## config.mk

```make
export PLATFORM = sky130hd
export DESIGN_NAME = nmea_sentence_receiver_unit
export DESIGN_NICKNAME = d
export VERILOG_FILES = /design/src/hw/rtl/nsr_pkg.sv /design/src/hw/rtl/nsr_ctrl.sv /design/src/hw/rtl/nsr_dp.sv /design/src/hw/rtl/nmea_sentence_receiver_unit.sv
export VERILOG_INCLUDE_DIRS = /design/src /design/src/hw/rtl
export SDC_FILE = /design/constraint.sdc
export NUM_CORES = 1
export LEC_CHECK = 0
export ABC_AREA = 1
export BUFFER_PORTS_ARGS = -buffer_cell sky130_fd_sc_hd__buf_2
export CAP_MARGIN = 20
export CORE_MARGIN = 2
export CORE_UTILIZATION = 45
export CTS_CLUSTER_SIZE = 8
export DETAILED_ROUTE_END_ITERATION = 8
export GPL_ROUTABILITY_DRIVEN = 0
export PLACE_DENSITY = 0.66
export SETUP_SLACK_MARGIN = 0.02
export SKIP_LAST_GASP = 1
export SLEW_MARGIN = 20
export SYNTH_ARGS = -nofsm -noshare
export SYNTH_HDL_FRONTEND = slang
export SYNTH_SLANG_ARGS = --single-unit
```

## constraint.sdc

```tcl
create_clock -name clk -period 6.5 [get_ports clk]
set_input_delay 0.65 -clock clk [delete_from_list [all_inputs] [get_ports clk]]
set_output_delay 0.65 -clock clk [all_outputs]
set_load 0.005 [all_outputs]
```

## src/hw/rtl/nmea_sentence_receiver_unit_assert.svh

```systemverilog
// assertion macros for the nmea sentence receiver
// used by the top level only; no other dependencies
`ifndef NMEA_SENTENCE_RECEIVER_UNIT_ASSERT_SVH
`define NMEA_SENTENCE_RECEIVER_UNIT_ASSERT_SVH

// same-cycle implication, checked out of reset
`define NSR_ASSERT_IMP(lbl, ck, rn, ante, cons) \
  lbl: assert property (@(posedge ck) disable iff (!rn) (ante) |-> (cons)) \
    else $error("nsr: same-cycle check failed");

// next-cycle implication, checked out of reset
`define NSR_ASSERT_NXT(lbl, ck, rn, ante, cons) \
  lbl: assert property (@(posedge ck) disable iff (!rn) (ante) |=> (cons)) \
    else $error("nsr: next-cycle check failed");

`endif

```

## src/hw/rtl/nsr_pkg.sv

```systemverilog
// shared types, character codes and helpers for the nmea sentence receiver
// no dependencies
package nsr_pkg;

  localparam int CFG_W = 7;

  localparam logic [7:0] CH_DOLLAR = 8'h24;
  localparam logic [7:0] CH_CR     = 8'h0D;
  localparam logic [7:0] CH_LF     = 8'h0A;

  localparam logic [CFG_W-1:0] MIN_LEN  = CFG_W'(4);
  localparam logic [CFG_W-1:0] RESET_LEN = CFG_W'(64);

  // action codes
  localparam logic ACT_BYTE  = 1'b0;
  localparam logic ACT_ABORT = 1'b1;

  typedef struct packed {
    logic       action;
    logic [7:0] data_byte;
  } in_item_t;

  typedef struct packed {
    logic [7:0] out_byte;
    logic       out_last;
  } out_item_t;

  // controller to datapath commands
  typedef struct packed {
    logic clr_fill;
    logic store;
    logic emit_start;
    logic emit_run;
  } dp_cmd_t;

  // datapath to controller status
  typedef struct packed {
    logic is_dollar;
    logic is_cr;
    logic is_lf;
    logic full;
    logic room;
    logic chk_ok;
    logic emit_done;
  } dp_sts_t;

  // hex digit decode: bit 4 set for a non-hex character
  function automatic logic [4:0] hex_decode(input logic [7:0] c);
    logic [4:0] res;
    res = 5'h10;
    if (c inside {[8'h30:8'h39]}) begin
      res = {1'b0, 4'(c - 8'h30)};
    end else if (c inside {[8'h61:8'h66]}) begin
      res = {1'b0, 4'(c - 8'h57)};
    end else if (c inside {[8'h41:8'h46]}) begin
      res = {1'b0, 4'(c - 8'h37)};
    end
    return res;
  endfunction

endpackage

```

## src/hw/rtl/nsr_ctrl.sv

```systemverilog
// sentence state machine: tracks the framing phase and sequences emission
// depends on nsr_pkg
module nsr_ctrl (
  input  logic              clk,
  input  logic              rst_n,
  input  logic              in_valid,
  output logic              in_ready,
  input  logic              in_action,
  input  nsr_pkg::dp_sts_t  sts,
  output nsr_pkg::dp_cmd_t  cmd
);
  import nsr_pkg::*;

  typedef enum logic [3:0] {
    ST_IDLE  = 4'b0001,
    ST_RECV  = 4'b0010,
    ST_ARMED = 4'b0100,
    ST_EMIT  = 4'b1000
  } state_t;

  state_t state_r, state_nxt;
  logic   in_fire;

  always_comb begin
    in_ready = state_r inside {ST_IDLE, ST_RECV, ST_ARMED};
  end

  assign in_fire = in_valid && in_ready;

  // next state and datapath commands
  always_comb begin
    state_nxt      = state_r;
    cmd            = '0;
    cmd.emit_run   = (state_r == ST_EMIT);
    case (state_r)
      ST_IDLE, ST_RECV, ST_ARMED: begin
        if (in_fire) begin
          if (in_action == ACT_ABORT) begin
            state_nxt = ST_IDLE;
          end else if (sts.full) begin
            // stale fill after a length change: drop and treat as idle
            cmd.clr_fill = 1'b1;
            state_nxt    = ST_IDLE;
            if (sts.is_dollar) begin
              state_nxt = ST_RECV;
            end
          end else begin
            case (state_r)
              ST_RECV: begin
                if (sts.is_dollar) begin
                  cmd.clr_fill = 1'b1;
                end else if (sts.is_cr) begin
                  state_nxt = ST_ARMED;
                end else if (sts.is_lf) begin
                  state_nxt = ST_IDLE;
                end else if (sts.room) begin
                  cmd.store = 1'b1;
                end else begin
                  state_nxt = ST_IDLE;
                end
              end
              ST_ARMED: begin
                if (sts.is_lf && sts.chk_ok) begin
                  cmd.emit_start = 1'b1;
                  state_nxt      = ST_EMIT;
                end else begin
                  state_nxt = ST_IDLE;
                end
              end
              default: begin
                if (sts.is_dollar) begin
                  cmd.clr_fill = 1'b1;
                  state_nxt    = ST_RECV;
                end
              end
            endcase
          end
        end
      end
      ST_EMIT: begin
        if (sts.emit_done) begin
          state_nxt = ST_IDLE;
        end
      end
      default: begin
        state_nxt = ST_IDLE;
      end
    endcase
  end

  always_ff @(posedge clk) begin
    if (!rst_n) begin
      state_r <= ST_IDLE;
    end else begin
      state_r <= state_nxt;
    end
  end

endmodule

```

## src/hw/rtl/nsr_dp.sv

```systemverilog
// datapath: length register, line store, running checksum and output stage
// depends on nsr_pkg
module nsr_dp #(
  parameter int BUF_DEPTH = 64
) (
  input  logic                       clk,
  input  logic                       rst_n,
  input  logic                       cfg_valid,
  input  logic [nsr_pkg::CFG_W-1:0]  cfg_data,
  input  logic [7:0]                 in_byte,
  input  nsr_pkg::dp_cmd_t           cmd,
  output nsr_pkg::dp_sts_t           sts,
  output logic                       out_valid,
  input  logic                       out_ready,
  output nsr_pkg::out_item_t         out_data
);
  import nsr_pkg::*;

  localparam int AW = $clog2(BUF_DEPTH);
  localparam int FW = $clog2(BUF_DEPTH + 1);

  logic [CFG_W-1:0] max_len_r;
  logic [CFG_W-1:0] eff_len;
  logic [CFG_W-1:0] fill_ext;
  logic [FW-1:0]    fill_r;
  logic [FW-1:0]    body_len;
  logic [7:0]       acc_r;
  logic [7:0]       tail0_r, tail1_r, tail2_r;
  logic [4:0]       hi_dec, lo_dec;
  logic [7:0]       want;
  logic [7:0]       body_xor;
  logic [7:0]       mem [BUF_DEPTH];
  logic [FW-1:0]    ptr_r;
  logic [7:0]       rdata_r;
  logic             rlast_r;
  logic             rd_vld_r;
  logic             issue, out_load;
  out_item_t        out_r;
  logic             out_valid_r;

  // length register
  always_ff @(posedge clk) begin
    if (!rst_n) begin
      max_len_r <= RESET_LEN;
    end else if (cfg_valid) begin
      max_len_r <= cfg_data;
    end
  end

  // saturate into the usable range
  always_comb begin
    eff_len = max_len_r;
    if (max_len_r < MIN_LEN) begin
      eff_len = MIN_LEN;
    end else if (max_len_r > CFG_W'(BUF_DEPTH)) begin
      eff_len = CFG_W'(BUF_DEPTH);
    end
  end

  assign fill_ext = CFG_W'(fill_r);
  assign body_len = fill_r - FW'(3);

  // fill count, running xor of stored bytes and last three bytes
  always_ff @(posedge clk) begin
    if (!rst_n) begin
      fill_r <= '0;
    end else if (cmd.clr_fill) begin
      fill_r <= '0;
    end else if (cmd.store) begin
      fill_r <= fill_r + FW'(1);
    end
  end

  always_ff @(posedge clk) begin
    if (cmd.clr_fill) begin
      acc_r <= '0;
    end else if (cmd.store) begin
      acc_r   <= acc_r ^ in_byte;
      tail0_r <= in_byte;
      tail1_r <= tail0_r;
      tail2_r <= tail1_r;
    end
  end

  // line store write port
  always_ff @(posedge clk) begin
    if (cmd.store) begin
      mem[fill_r[AW-1:0]] <= in_byte;
    end
  end

  // checksum compare: stored xor minus the star and two hex characters
  assign hi_dec   = hex_decode(tail1_r);
  assign lo_dec   = hex_decode(tail0_r);
  assign want     = lo_dec[4] ? {4'h0, hi_dec[3:0]} : {hi_dec[3:0], lo_dec[3:0]};
  assign body_xor = acc_r ^ tail0_r ^ tail1_r ^ tail2_r;

  // emission pipeline: registered read, then output register
  assign out_load = rd_vld_r && (!out_valid_r || out_ready);
  assign issue    = cmd.emit_run && (ptr_r != body_len) && (!rd_vld_r || out_load);

  always_ff @(posedge clk) begin
    if (!rst_n) begin
      ptr_r       <= '0;
      rd_vld_r    <= 1'b0;
      out_valid_r <= 1'b0;
    end else begin
      if (cmd.emit_start) begin
        ptr_r <= '0;
      end else if (issue) begin
        ptr_r <= ptr_r + FW'(1);
      end
      if (issue) begin
        rd_vld_r <= 1'b1;
      end else if (out_load) begin
        rd_vld_r <= 1'b0;
      end
      if (out_load) begin
        out_valid_r <= 1'b1;
      end else if (out_ready) begin
        out_valid_r <= 1'b0;
      end
    end
  end

  always_ff @(posedge clk) begin
    if (issue) begin
      rdata_r <= mem[ptr_r[AW-1:0]];
      rlast_r <= (ptr_r + FW'(1) == body_len);
    end
    if (out_load) begin
      out_r.out_byte <= rdata_r;
      out_r.out_last <= rlast_r;
    end
  end

  assign out_valid = out_valid_r;
  assign out_data  = out_r;

  // status to the controller
  always_comb begin
    sts.is_dollar = (in_byte == CH_DOLLAR);
    sts.is_cr     = (in_byte == CH_CR);
    sts.is_lf     = (in_byte == CH_LF);
    sts.full      = (fill_ext >= eff_len);
    sts.room      = (fill_ext < (eff_len - CFG_W'(1)));
    sts.chk_ok    = (fill_ext >= MIN_LEN) && !hi_dec[4] && (body_xor == want);
    sts.emit_done = (ptr_r == body_len) && !rd_vld_r;
  end

endmodule

```

## src/hw/rtl/nmea_sentence_receiver_unit.sv

```systemverilog
// Receives an nmea 0183 byte stream and passes on each sentence whose checksum
// matches, one byte per transaction with a last marker on the final byte. An
// ordinary byte is accepted in the cycle it is offered. The checksum comes
// from a running xor kept as bytes are stored, so it is resolved in the cycle
// the line feed is taken; a valid sentence with m content bytes is then read
// out of the line store's registered read port at one byte per cycle while
// out_ready is high, and the input stays stalled until the readout is done.
// An abort transaction forces the receiver idle. The length register
// is saturated into 4 .. BUF_DEPTH and may be written at any time the block
// is idle.
// depends on nsr_pkg, nsr_ctrl, nsr_dp and the assertion macro header
`include "nmea_sentence_receiver_unit_assert.svh"

module nmea_sentence_receiver_unit #(
  parameter int BUF_DEPTH = 64
) (
  input  logic                       clk,
  input  logic                       rst_n,
  input  logic                       in_valid,
  output logic                       in_ready,
  input  nsr_pkg::in_item_t          in_data,
  output logic                       out_valid,
  input  logic                       out_ready,
  output nsr_pkg::out_item_t         out_data,
  input  logic                       cfg_valid,
  output logic                       cfg_ready,
  input  logic [nsr_pkg::CFG_W-1:0]  cfg_data
);
  import nsr_pkg::*;

  dp_cmd_t dp_cmd;
  dp_sts_t dp_sts;

  // length register is always writable
  assign cfg_ready = 1'b1;

  nsr_ctrl u_ctrl (
    .clk       (clk),
    .rst_n     (rst_n),
    .in_valid  (in_valid),
    .in_ready  (in_ready),
    .in_action (in_data.action),
    .sts       (dp_sts),
    .cmd       (dp_cmd)
  );

  nsr_dp #(
    .BUF_DEPTH (BUF_DEPTH)
  ) u_dp (
    .clk       (clk),
    .rst_n     (rst_n),
    .cfg_valid (cfg_valid),
    .cfg_data  (cfg_data),
    .in_byte   (in_data.data_byte),
    .cmd       (dp_cmd),
    .sts       (dp_sts),
    .out_valid (out_valid),
    .out_ready (out_ready),
    .out_data  (out_data)
  );

  // no input is taken while a sentence is being read out
  `NSR_ASSERT_IMP(a_no_accept_in_emit, clk, rst_n, in_ready, !dp_cmd.emit_run)
  // a passed checksum always starts a readout
  `NSR_ASSERT_NXT(a_start_runs, clk, rst_n, dp_cmd.emit_start, dp_cmd.emit_run)
  // readout completion returns control to input
  `NSR_ASSERT_NXT(a_done_frees, clk, rst_n, dp_cmd.emit_run && dp_sts.emit_done, in_ready)

endmodule
```

==> reports/results.txt, run 1 <==
combinational fraction of design power: 6.8%
drt total wl: 65.9 mm
Synth Area per Inst: 11.8 um2
WP buf/inv: 2
Critical Path Max Stage Delay: 790 ps
final hold vios: 0
Num CTS Buffers: 83
cell count after synthesis: 2101
status: complete, no violations
VDD IR-drop max: 0.172 mV
worst hold endpoint: u_dp.max_len_r[6]
DRT Pass-1 Iters: 5
Pwr Total: 0.00869 W
M2 GR Usage: 37.5%
met3 GRT Util: 4.16%
post-synthesis sequential area ratio: 69.8%
reg2reg setup slack: 1890 ps
Post-DRT Antenna Nets: 0
Filler Cells Inserted: 4596
Relative slew margins: 31.3%
initial antenna violation count: 2
busiest layer in global routing: met2
CTS H-tree depth: 3
share of cells above drive strength 1: 8.53%
Crit path max-delay family: simple AND/OR/NAND/NOR gates
first-pass GRT wire length: 99.4 mm
leak pwr: 9.53 nW
die width: 239 um
share of power burned in registers: 48.7%
nature of the critical path endpoint: flip-flop
critical path, cell by cell: nor2_1, nand3_1, o31ai_1, nand2_1, nand2_1, nor2_1, nand2_1, inv_1, nand2_1, a31oi_1, ha_1, nand2_1, inv_1, nand4_1, o211ai_1, nor2_1, nand2_4, nor2_2, nand3_1, nor2_1
worst-margin pin slew: 1020 ps
final slew viol count: 0
hold path startpoint: cfg_data[6]
Final Cell Area: 0.0279 mm2
clock share of power: 44.5%
clk_lat worst skew: 610 ps
RSZ-0062 raised after global routing: false
worst-case reg-to-reg path depth: 20
final worst-path cycle share: 70.9%
post-route minimum period: 4610 ps
Slowest cell on crit path: nor2_1
Synth cell types: 46
CTS root buf: clkbuf_16
R2R Path Start: u_dp.max_len_r[4]
Initial Utilization: 45.3%
dpl hpwl: 40.1 mm
Hold-fix buffers, CTS: 0
crit path kind: flip-flop to flip-flop
Worst Path Required: 6730 ps
P per Cell Area: 312 mW/mm2
Cell Int Power: 0.00669 W
area grow syn2layout: 12.3%
Finished Core Util: 50.9%
hold path cells: 3
CP Max Fanout: 17
Worst Path Arrival: 4840 ps
largest net degree at the start of global routing: 208
Setup Skew: 17.5 ps
Clock Tree Buf Depth: 3
vias in the first global route: 16591
CTS tree: yes
routing usage on met1: 30.6%
# DRC: 0
Post-Syn Nets: 2148
IO buf count: 31
number of diodes: 0
FMAX: 0.217 GHz
Post-CTS Setup Inserts: 0
nets@finish: 2169
critical path's most frequent cell: nand2_1
setup violators final: 0
Die Y: 239 um
Num Clock Sinks: 589
routed vias/inst: 5.92
Vias: 16928
Ys Warns: 0
max cap viols: 0
CP Launch Point: u_dp.max_len_r[4]
WL/cell: 23.0 um
Cell Rows: 86
Core Box Area: 0.0548 mm2
sw power: 0.00201 W
Starting DRT DRC Count: 2071
sw frac: 23.1%
min-delay worst type: input port to flip-flop
mapped cell area: 0.0248 mm2
Seq cells post-synth: 589
post_cts resized: 0
die area: 0.0571 mm2
critical path launch point type: flip-flop
placed inst area: 0.0256 mm2
IO Pins: 33
r2r endpoint: u_dp.mem[36][6]
TNS Setup: 0 ps
CTS clk-pin slew, worst paths: 50 ps
Overflow after GRT: 0
Total GRT Usage: 23.1%
cells in the final DEF, fill, tap and decap left out, drive strengths merged:
master | netlist | final
xor2 | 26 | 26
ha | 26 | 26
edfxtp | 554 | 554
o31ai | 3 | 3
o211ai | 14 | 14
inv | 92 | 92
nor3 | 13 | 13
o21bai | 7 | 7
and3 | 4 | 4
xnor2 | 19 | 19
nand2 | 139 | 139
o21a | 1 | 1
a22oi | 1 | 1
nand3 | 43 | 43
o311ai | 4 | 4
clkinv | 2 | 10
nor2 | 449 | 449
nand4 | 11 | 11
buf | 31 | 52
nor4 | 2 | 2
a21oi | 28 | 28
nand3b | 4 | 4
or2 | 1 | 1
clkbuf | 85 | 112
conb | 1 | 1
a211oi | 2 | 2
o32ai | 5 | 5
a31oi | 2 | 2
dfxtp | 35 | 35
o221ai | 14 | 14
o22ai | 137 | 137
o21ai | 346 | 346
per-layer routing:
metal,up-vias,part of all wire [%]
met3,144,8.9
li1,7660,-
met1,8222,40
met4,2,3.7
met5,-,0.012
met2,900,47
logic make-up (layout without fill, tap and decap cells):
kind of cell	count (synthesis)	count (layout)	synth area share, %
other	1	1	0.0151
DFF	589	589	69.8
adders and majority gates	26	26	1.31
buffers and inverters	210	266	3.34
and+or+nand+nor	666	666	11.2
AOI/OAI and AO/OA	564	564	12.7
xor gates and xnor gates	45	45	1.59
how the worst max path moves through the flow:
| stage | endpoint | slack [ps] | cells past startpoint |
|---|---|---|---|
| finish | u_dp.mem[36][6] | 1890 | 20 |
| floorplan | u_dp.mem[0][0] | 3090 | 20 |
| detailed placement | u_dp.mem[8][7] | 1950 | 20 |
| CTS | u_dp.mem[0][0] | 1940 | 20 |
| global route | u_dp.mem[32][4] | 1390 | 20 |
| global placement | u_dp.mem[28][2] | 1960 | 20 |
power by group through the flow:
stage               clock network, W  registers [W]  logic [W]
floorplan                          0        0.00429   0.000386
global placement                   0        0.00430   0.000577
detailed placement                 0        0.00430   0.000585
CTS                          0.00390        0.00423   0.000588
global route                 0.00406        0.00424   0.000653
finish                       0.00387        0.00424   0.000591
state kept, by name (all words and copies together) (netlist names):
register        count
u_dp.mem          512
u_dp.out_data       9
u_dp.fill_ext       7
u_dp.rlast_r        1
u_dp.max_len_r      7
u_dp.ptr_r          7
u_dp.tail1_r        8
u_dp.tail2_r        8
u_dp.rd_vld_r       1
u_dp.rdata_r        8
u_dp.out_valid      1
u_ctrl.state_r      4
u_dp.tail0_r        8
u_dp.acc_r          8
metrics by stage:
| step | instances | setup WS (ps) | hold slack [ps] |
|---|---|---|---|
| after CTS | 2861 | 1940 | 240 |
| after global routing | 2861 | 1390 | 268 |
| after floorplan | 2101 | 3090 | 400 |
| after global placement | 2741 | 1960 | 404 |
| after detailed placement | 2741 | 1950 | 412 |
| final | 2861 | 1890 | 261 |
cell usage after synthesis (all sizes together):
cell type  count  share of area, %
o32ai          5              0.18
clkbuf        85               1.3
xnor2         19              0.67
o311ai         4              0.14
nand3b         4              0.12
inv           92               1.4
o21bai         7              0.21
nor3          13              0.43
nand4         11              0.28
and3           4              0.10
or2            1             0.025
nand3         43              0.93
nor2         449               7.0
o21a           1             0.030
clkinv         2             0.030
o22ai        137               3.5
a21oi         28              0.56
a211oi         2             0.060
a22oi          1             0.030
conb           1             0.015
edfxtp       554                67
nor4           2             0.050
o211ai        14              0.42
buf           31              0.63
o21ai        346               7.0
xor2          26              0.92
o221ai        14              0.49
o31ai          3             0.091
nand2        139               2.3
a31oi          2             0.050
ha            26               1.3
dfxtp         35               2.8
worst reg2reg max path, cell delays in order, from the launching register on:
cell,delay (ps)
dfxtp_1,320
nor2_1,100
nand3_1,120
o31ai_1,440
nand2_1,220
nand2_1,100
nor2_1,50
nand2_1,50
inv_1,50
nand2_1,50
a31oi_1,90
ha_1,310
nand2_1,70
inv_1,40
nand4_1,80
o211ai_1,150
nor2_1,210
nand2_4,170
nor2_2,190
nand3_1,620
nor2_1,790
area by class of cell:
cell class,count,area (um2),share of cell area (%)
flip-flops and latches,589,17300,62.2
multi-input cells,1302,6660,23.9
clock buffers,112,2190,7.84
well taps,704,881,3.16
inverters,94,358,1.28
repair buffers,52,325,1.17
clock inverters,8,125,0.449
Note: power is estimated with default switching activity, not from simulation.
==> inputs of run 2 (changes only) <==
==> constraint.sdc (replaced) <==
create_clock -name clk -period 4.7 [get_ports clk]
set_input_delay 0.47 -clock clk [delete_from_list [all_inputs] [get_ports clk]]
set_output_delay 0.47 -clock clk [all_outputs]
set_load 0.005 [all_outputs]
==> run 2 against run 1 <==
Clock power rose by 37%. Clock skew rose by 20 ps. Combinational power rose by 42%. Highest routed layer is now met4. Critical path depth rose by 1. Largest cell class unchanged. Via count rose by 1.9%. Sequential share of layout area fell by 1.1 points.
==> reports/results.txt, run 2 (synthesis results as in run 1) <==
status: complete, no violations
P per Cell Area: 423 mW/mm2 (+36%)
Cell Rows: 86 (unchanged)
area grow syn2layout: 14.3%
routed vias/inst: 5.90 (-0.28%)
worst hold slack: 90.8 ps (-170 ps)
Filler Cells Inserted: 4524 (-1.6%)
final hold vios: 0 (unchanged)
leak pwr: 9.89 nW (+3.8%)
critical path launch point type: flip-flop
Post-DRT Antenna Nets: 0 (unchanged)
CTS clk-pin slew, worst paths: 50 ps (about the same)
critical path, cell by cell: nor2_1, nand3_1, o31ai_1, buf_4, nand2_1, nand2_1, nor2_1, nand2_1, inv_1, nand2_1, a31oi_1, ha_1, nand2_1, inv_1, nand4_1, o211ai_1, nor2_1, nand2_4, nor2_8, nand3_2, nor2_1
Pwr Total: 0.0120 W (+38%)
IO Pins: 33 (unchanged)
Post-CTS Setup Inserts: 0 (unchanged)
RSZ-0062 raised after global routing: false
min-delay worst type: input port to flip-flop
clk_lat worst skew: 620 ps (about the same)
WL/cell: 23.1 um (+0.51%)
die area: 0.0571 mm2 (unchanged)
first-pass GRT wire length: 101 mm (+1.9%)
max cap viols: 0 (unchanged)
setup violators final: 0 (unchanged)
crit path kind: flip-flop to flip-flop
Num CTS Buffers: 83 (unchanged)
Num Clock Sinks: 589 (unchanged)
CP Max Fanout: 17 (unchanged)
final worst-path cycle share: 86.7% (+16 points)
CTS root buf: clkbuf_16
critical path's most frequent cell: nand2_1
Core Box Area: 0.0548 mm2 (unchanged)
die width: 239 um (unchanged)
Finished Core Util: 51.8% (+0.91 points)
Overflow after GRT: 0 (unchanged)
Relative slew margins: 31.4% (+0.12 points)
Worst Path Arrival: 4300 ps (-540 ps)
IO buf count: 31 (unchanged)
max reg flops: 512 (unchanged)
vias in the first global route: 16675 (+0.51%)
CTS H-tree depth: 3 (unchanged)
final slew viol count: 0 (unchanged)
Worst Path Required: 4930 ps (-1800 ps)
Vias: 17247 (+1.9%)
Multi-input gate area: 0.00666 mm2 (unchanged)
# DRC: 0 (unchanged)
nature of the critical path endpoint: flip-flop
Slowest cell on crit path: nor2_1
most common cell after layout, fill and taps aside: edfxtp_1
worst-margin pin slew: 1030 ps (+4.54 ps)
CTS tree: yes
VDD IR-drop max: 0.240 mV (+39%)
TNS Setup: 0 ps (unchanged)
share of cells above drive strength 1: 11.3% (+2.7 points)
post_cts resized: 0 (unchanged)
DRT Pass-1 Iters: 8 (+3)
Hold-fix buffers, CTS: 0 (unchanged)
Die Y: 239 um (unchanged)
Clock Tree Buf Depth: 3 (unchanged)
Initial Utilization: 45.3% (unchanged)
Critical Path Max Stage Delay: 670 ps (-120 ps)
dpl hpwl: 42.5 mm (+6.0%)
post-route minimum period: 4080 ps (-534 ps)
drt total wl: 67.6 mm (+2.7%)
FMAX: 0.245 GHz (+13%)
initial antenna violation count: 0 (-2)
Crit path max-delay family: simple AND/OR/NAND/NOR gates
Total GRT Usage: 23.7% (+0.59 points)
Storage cell area: 0.0173 mm2 (unchanged)
Starting DRT DRC Count: 2081 (+0.48%)
WP buf/inv: 3 (+1)
Setup Skew: 37.3 ps (+19.9 ps)
largest net degree at the start of global routing: 171 (-18%)
nets@finish: 2236 (+3.1%)
commonest cells after routing, fill and taps aside: 554 x edfxtp_1, 442 x nor2_1, 344 x o21ai_0
[run 2: cell count changes in the layout (fill, tap and decap cells not counted), sizes merged]
| cell | change |
|---|---|
| clkinv | -7 |
| inv | +4 |
| buf | +67 |
| diode | +1 |
| clkbuf | -3 |
[run 2: power by group]
group / internal [W] / leakage (nW) / total, W / switching, W
logic: 0.000250 / 3.53 / 0.000841 / 0.000591
registers: 0.00580 / 5.27 / 0.00585 / 0.0000571
clock network: 0.00323 / 1.10 / 0.00530 / 0.00208
total: 0.00927 / 9.89 / 0.0120 / 0.00273
[run 2: metal layers]
metal / vias up / global-route usage (%) / wire length [um]
li1: 7784 / - / -
met1: 8345 / 30.5 / 26500
met5: - / 0 / 0
met3: 179 / 3.97 / 5560
met4: 0 / 10.7 / 2990
met2: 939 / 39.6 / 32600
[run 2: worst min-delay path: cells and delay by family]
family	cells	cell delay, ps
AO/OA/AOI/OAI	2	110
buffers and inverters	1	80
[run 2: metrics by stage]
| stage | setup WS [ps] | area [um2] | instances |
|---|---|---|---|
| after floorplan | 1290 | 24800 | 2101 |
| after global placement | 757 | 26100 | 2808 |
| after detailed placement | 726 | 26100 | 2808 |
| after CTS | 695 | 28400 | 2922 |
| after global routing | 335 | 28400 | 2922 |
| final | 623 | 28400 | 2923 |
[run 2: path summary, 6_finish.rpt]
kind | startpoint | end | slack, ps | cells past startpoint
max | u_dp.max_len_r[5] | u_dp.mem[1][2] | 620 | 21
min | cfg_data[6] | u_dp.max_len_r[6] | 90 | 3
max reg2reg | u_dp.max_len_r[5] | u_dp.mem[1][2] | 620 | 21
min reg2reg | u_dp.rdata_r[2] | u_dp.out_data[3] | 410 | 0
[run 2: area by class of cell]
type,instances,share of cell area (%)
sequential,589,61.1
timing repair buffer,119,3.05
clock inverter,5,0.220
inverter,94,1.26
clock buffer,109,7.77
multi-input combinational,1302,23.5
tap,704,3.10
antenna,1,0.00882
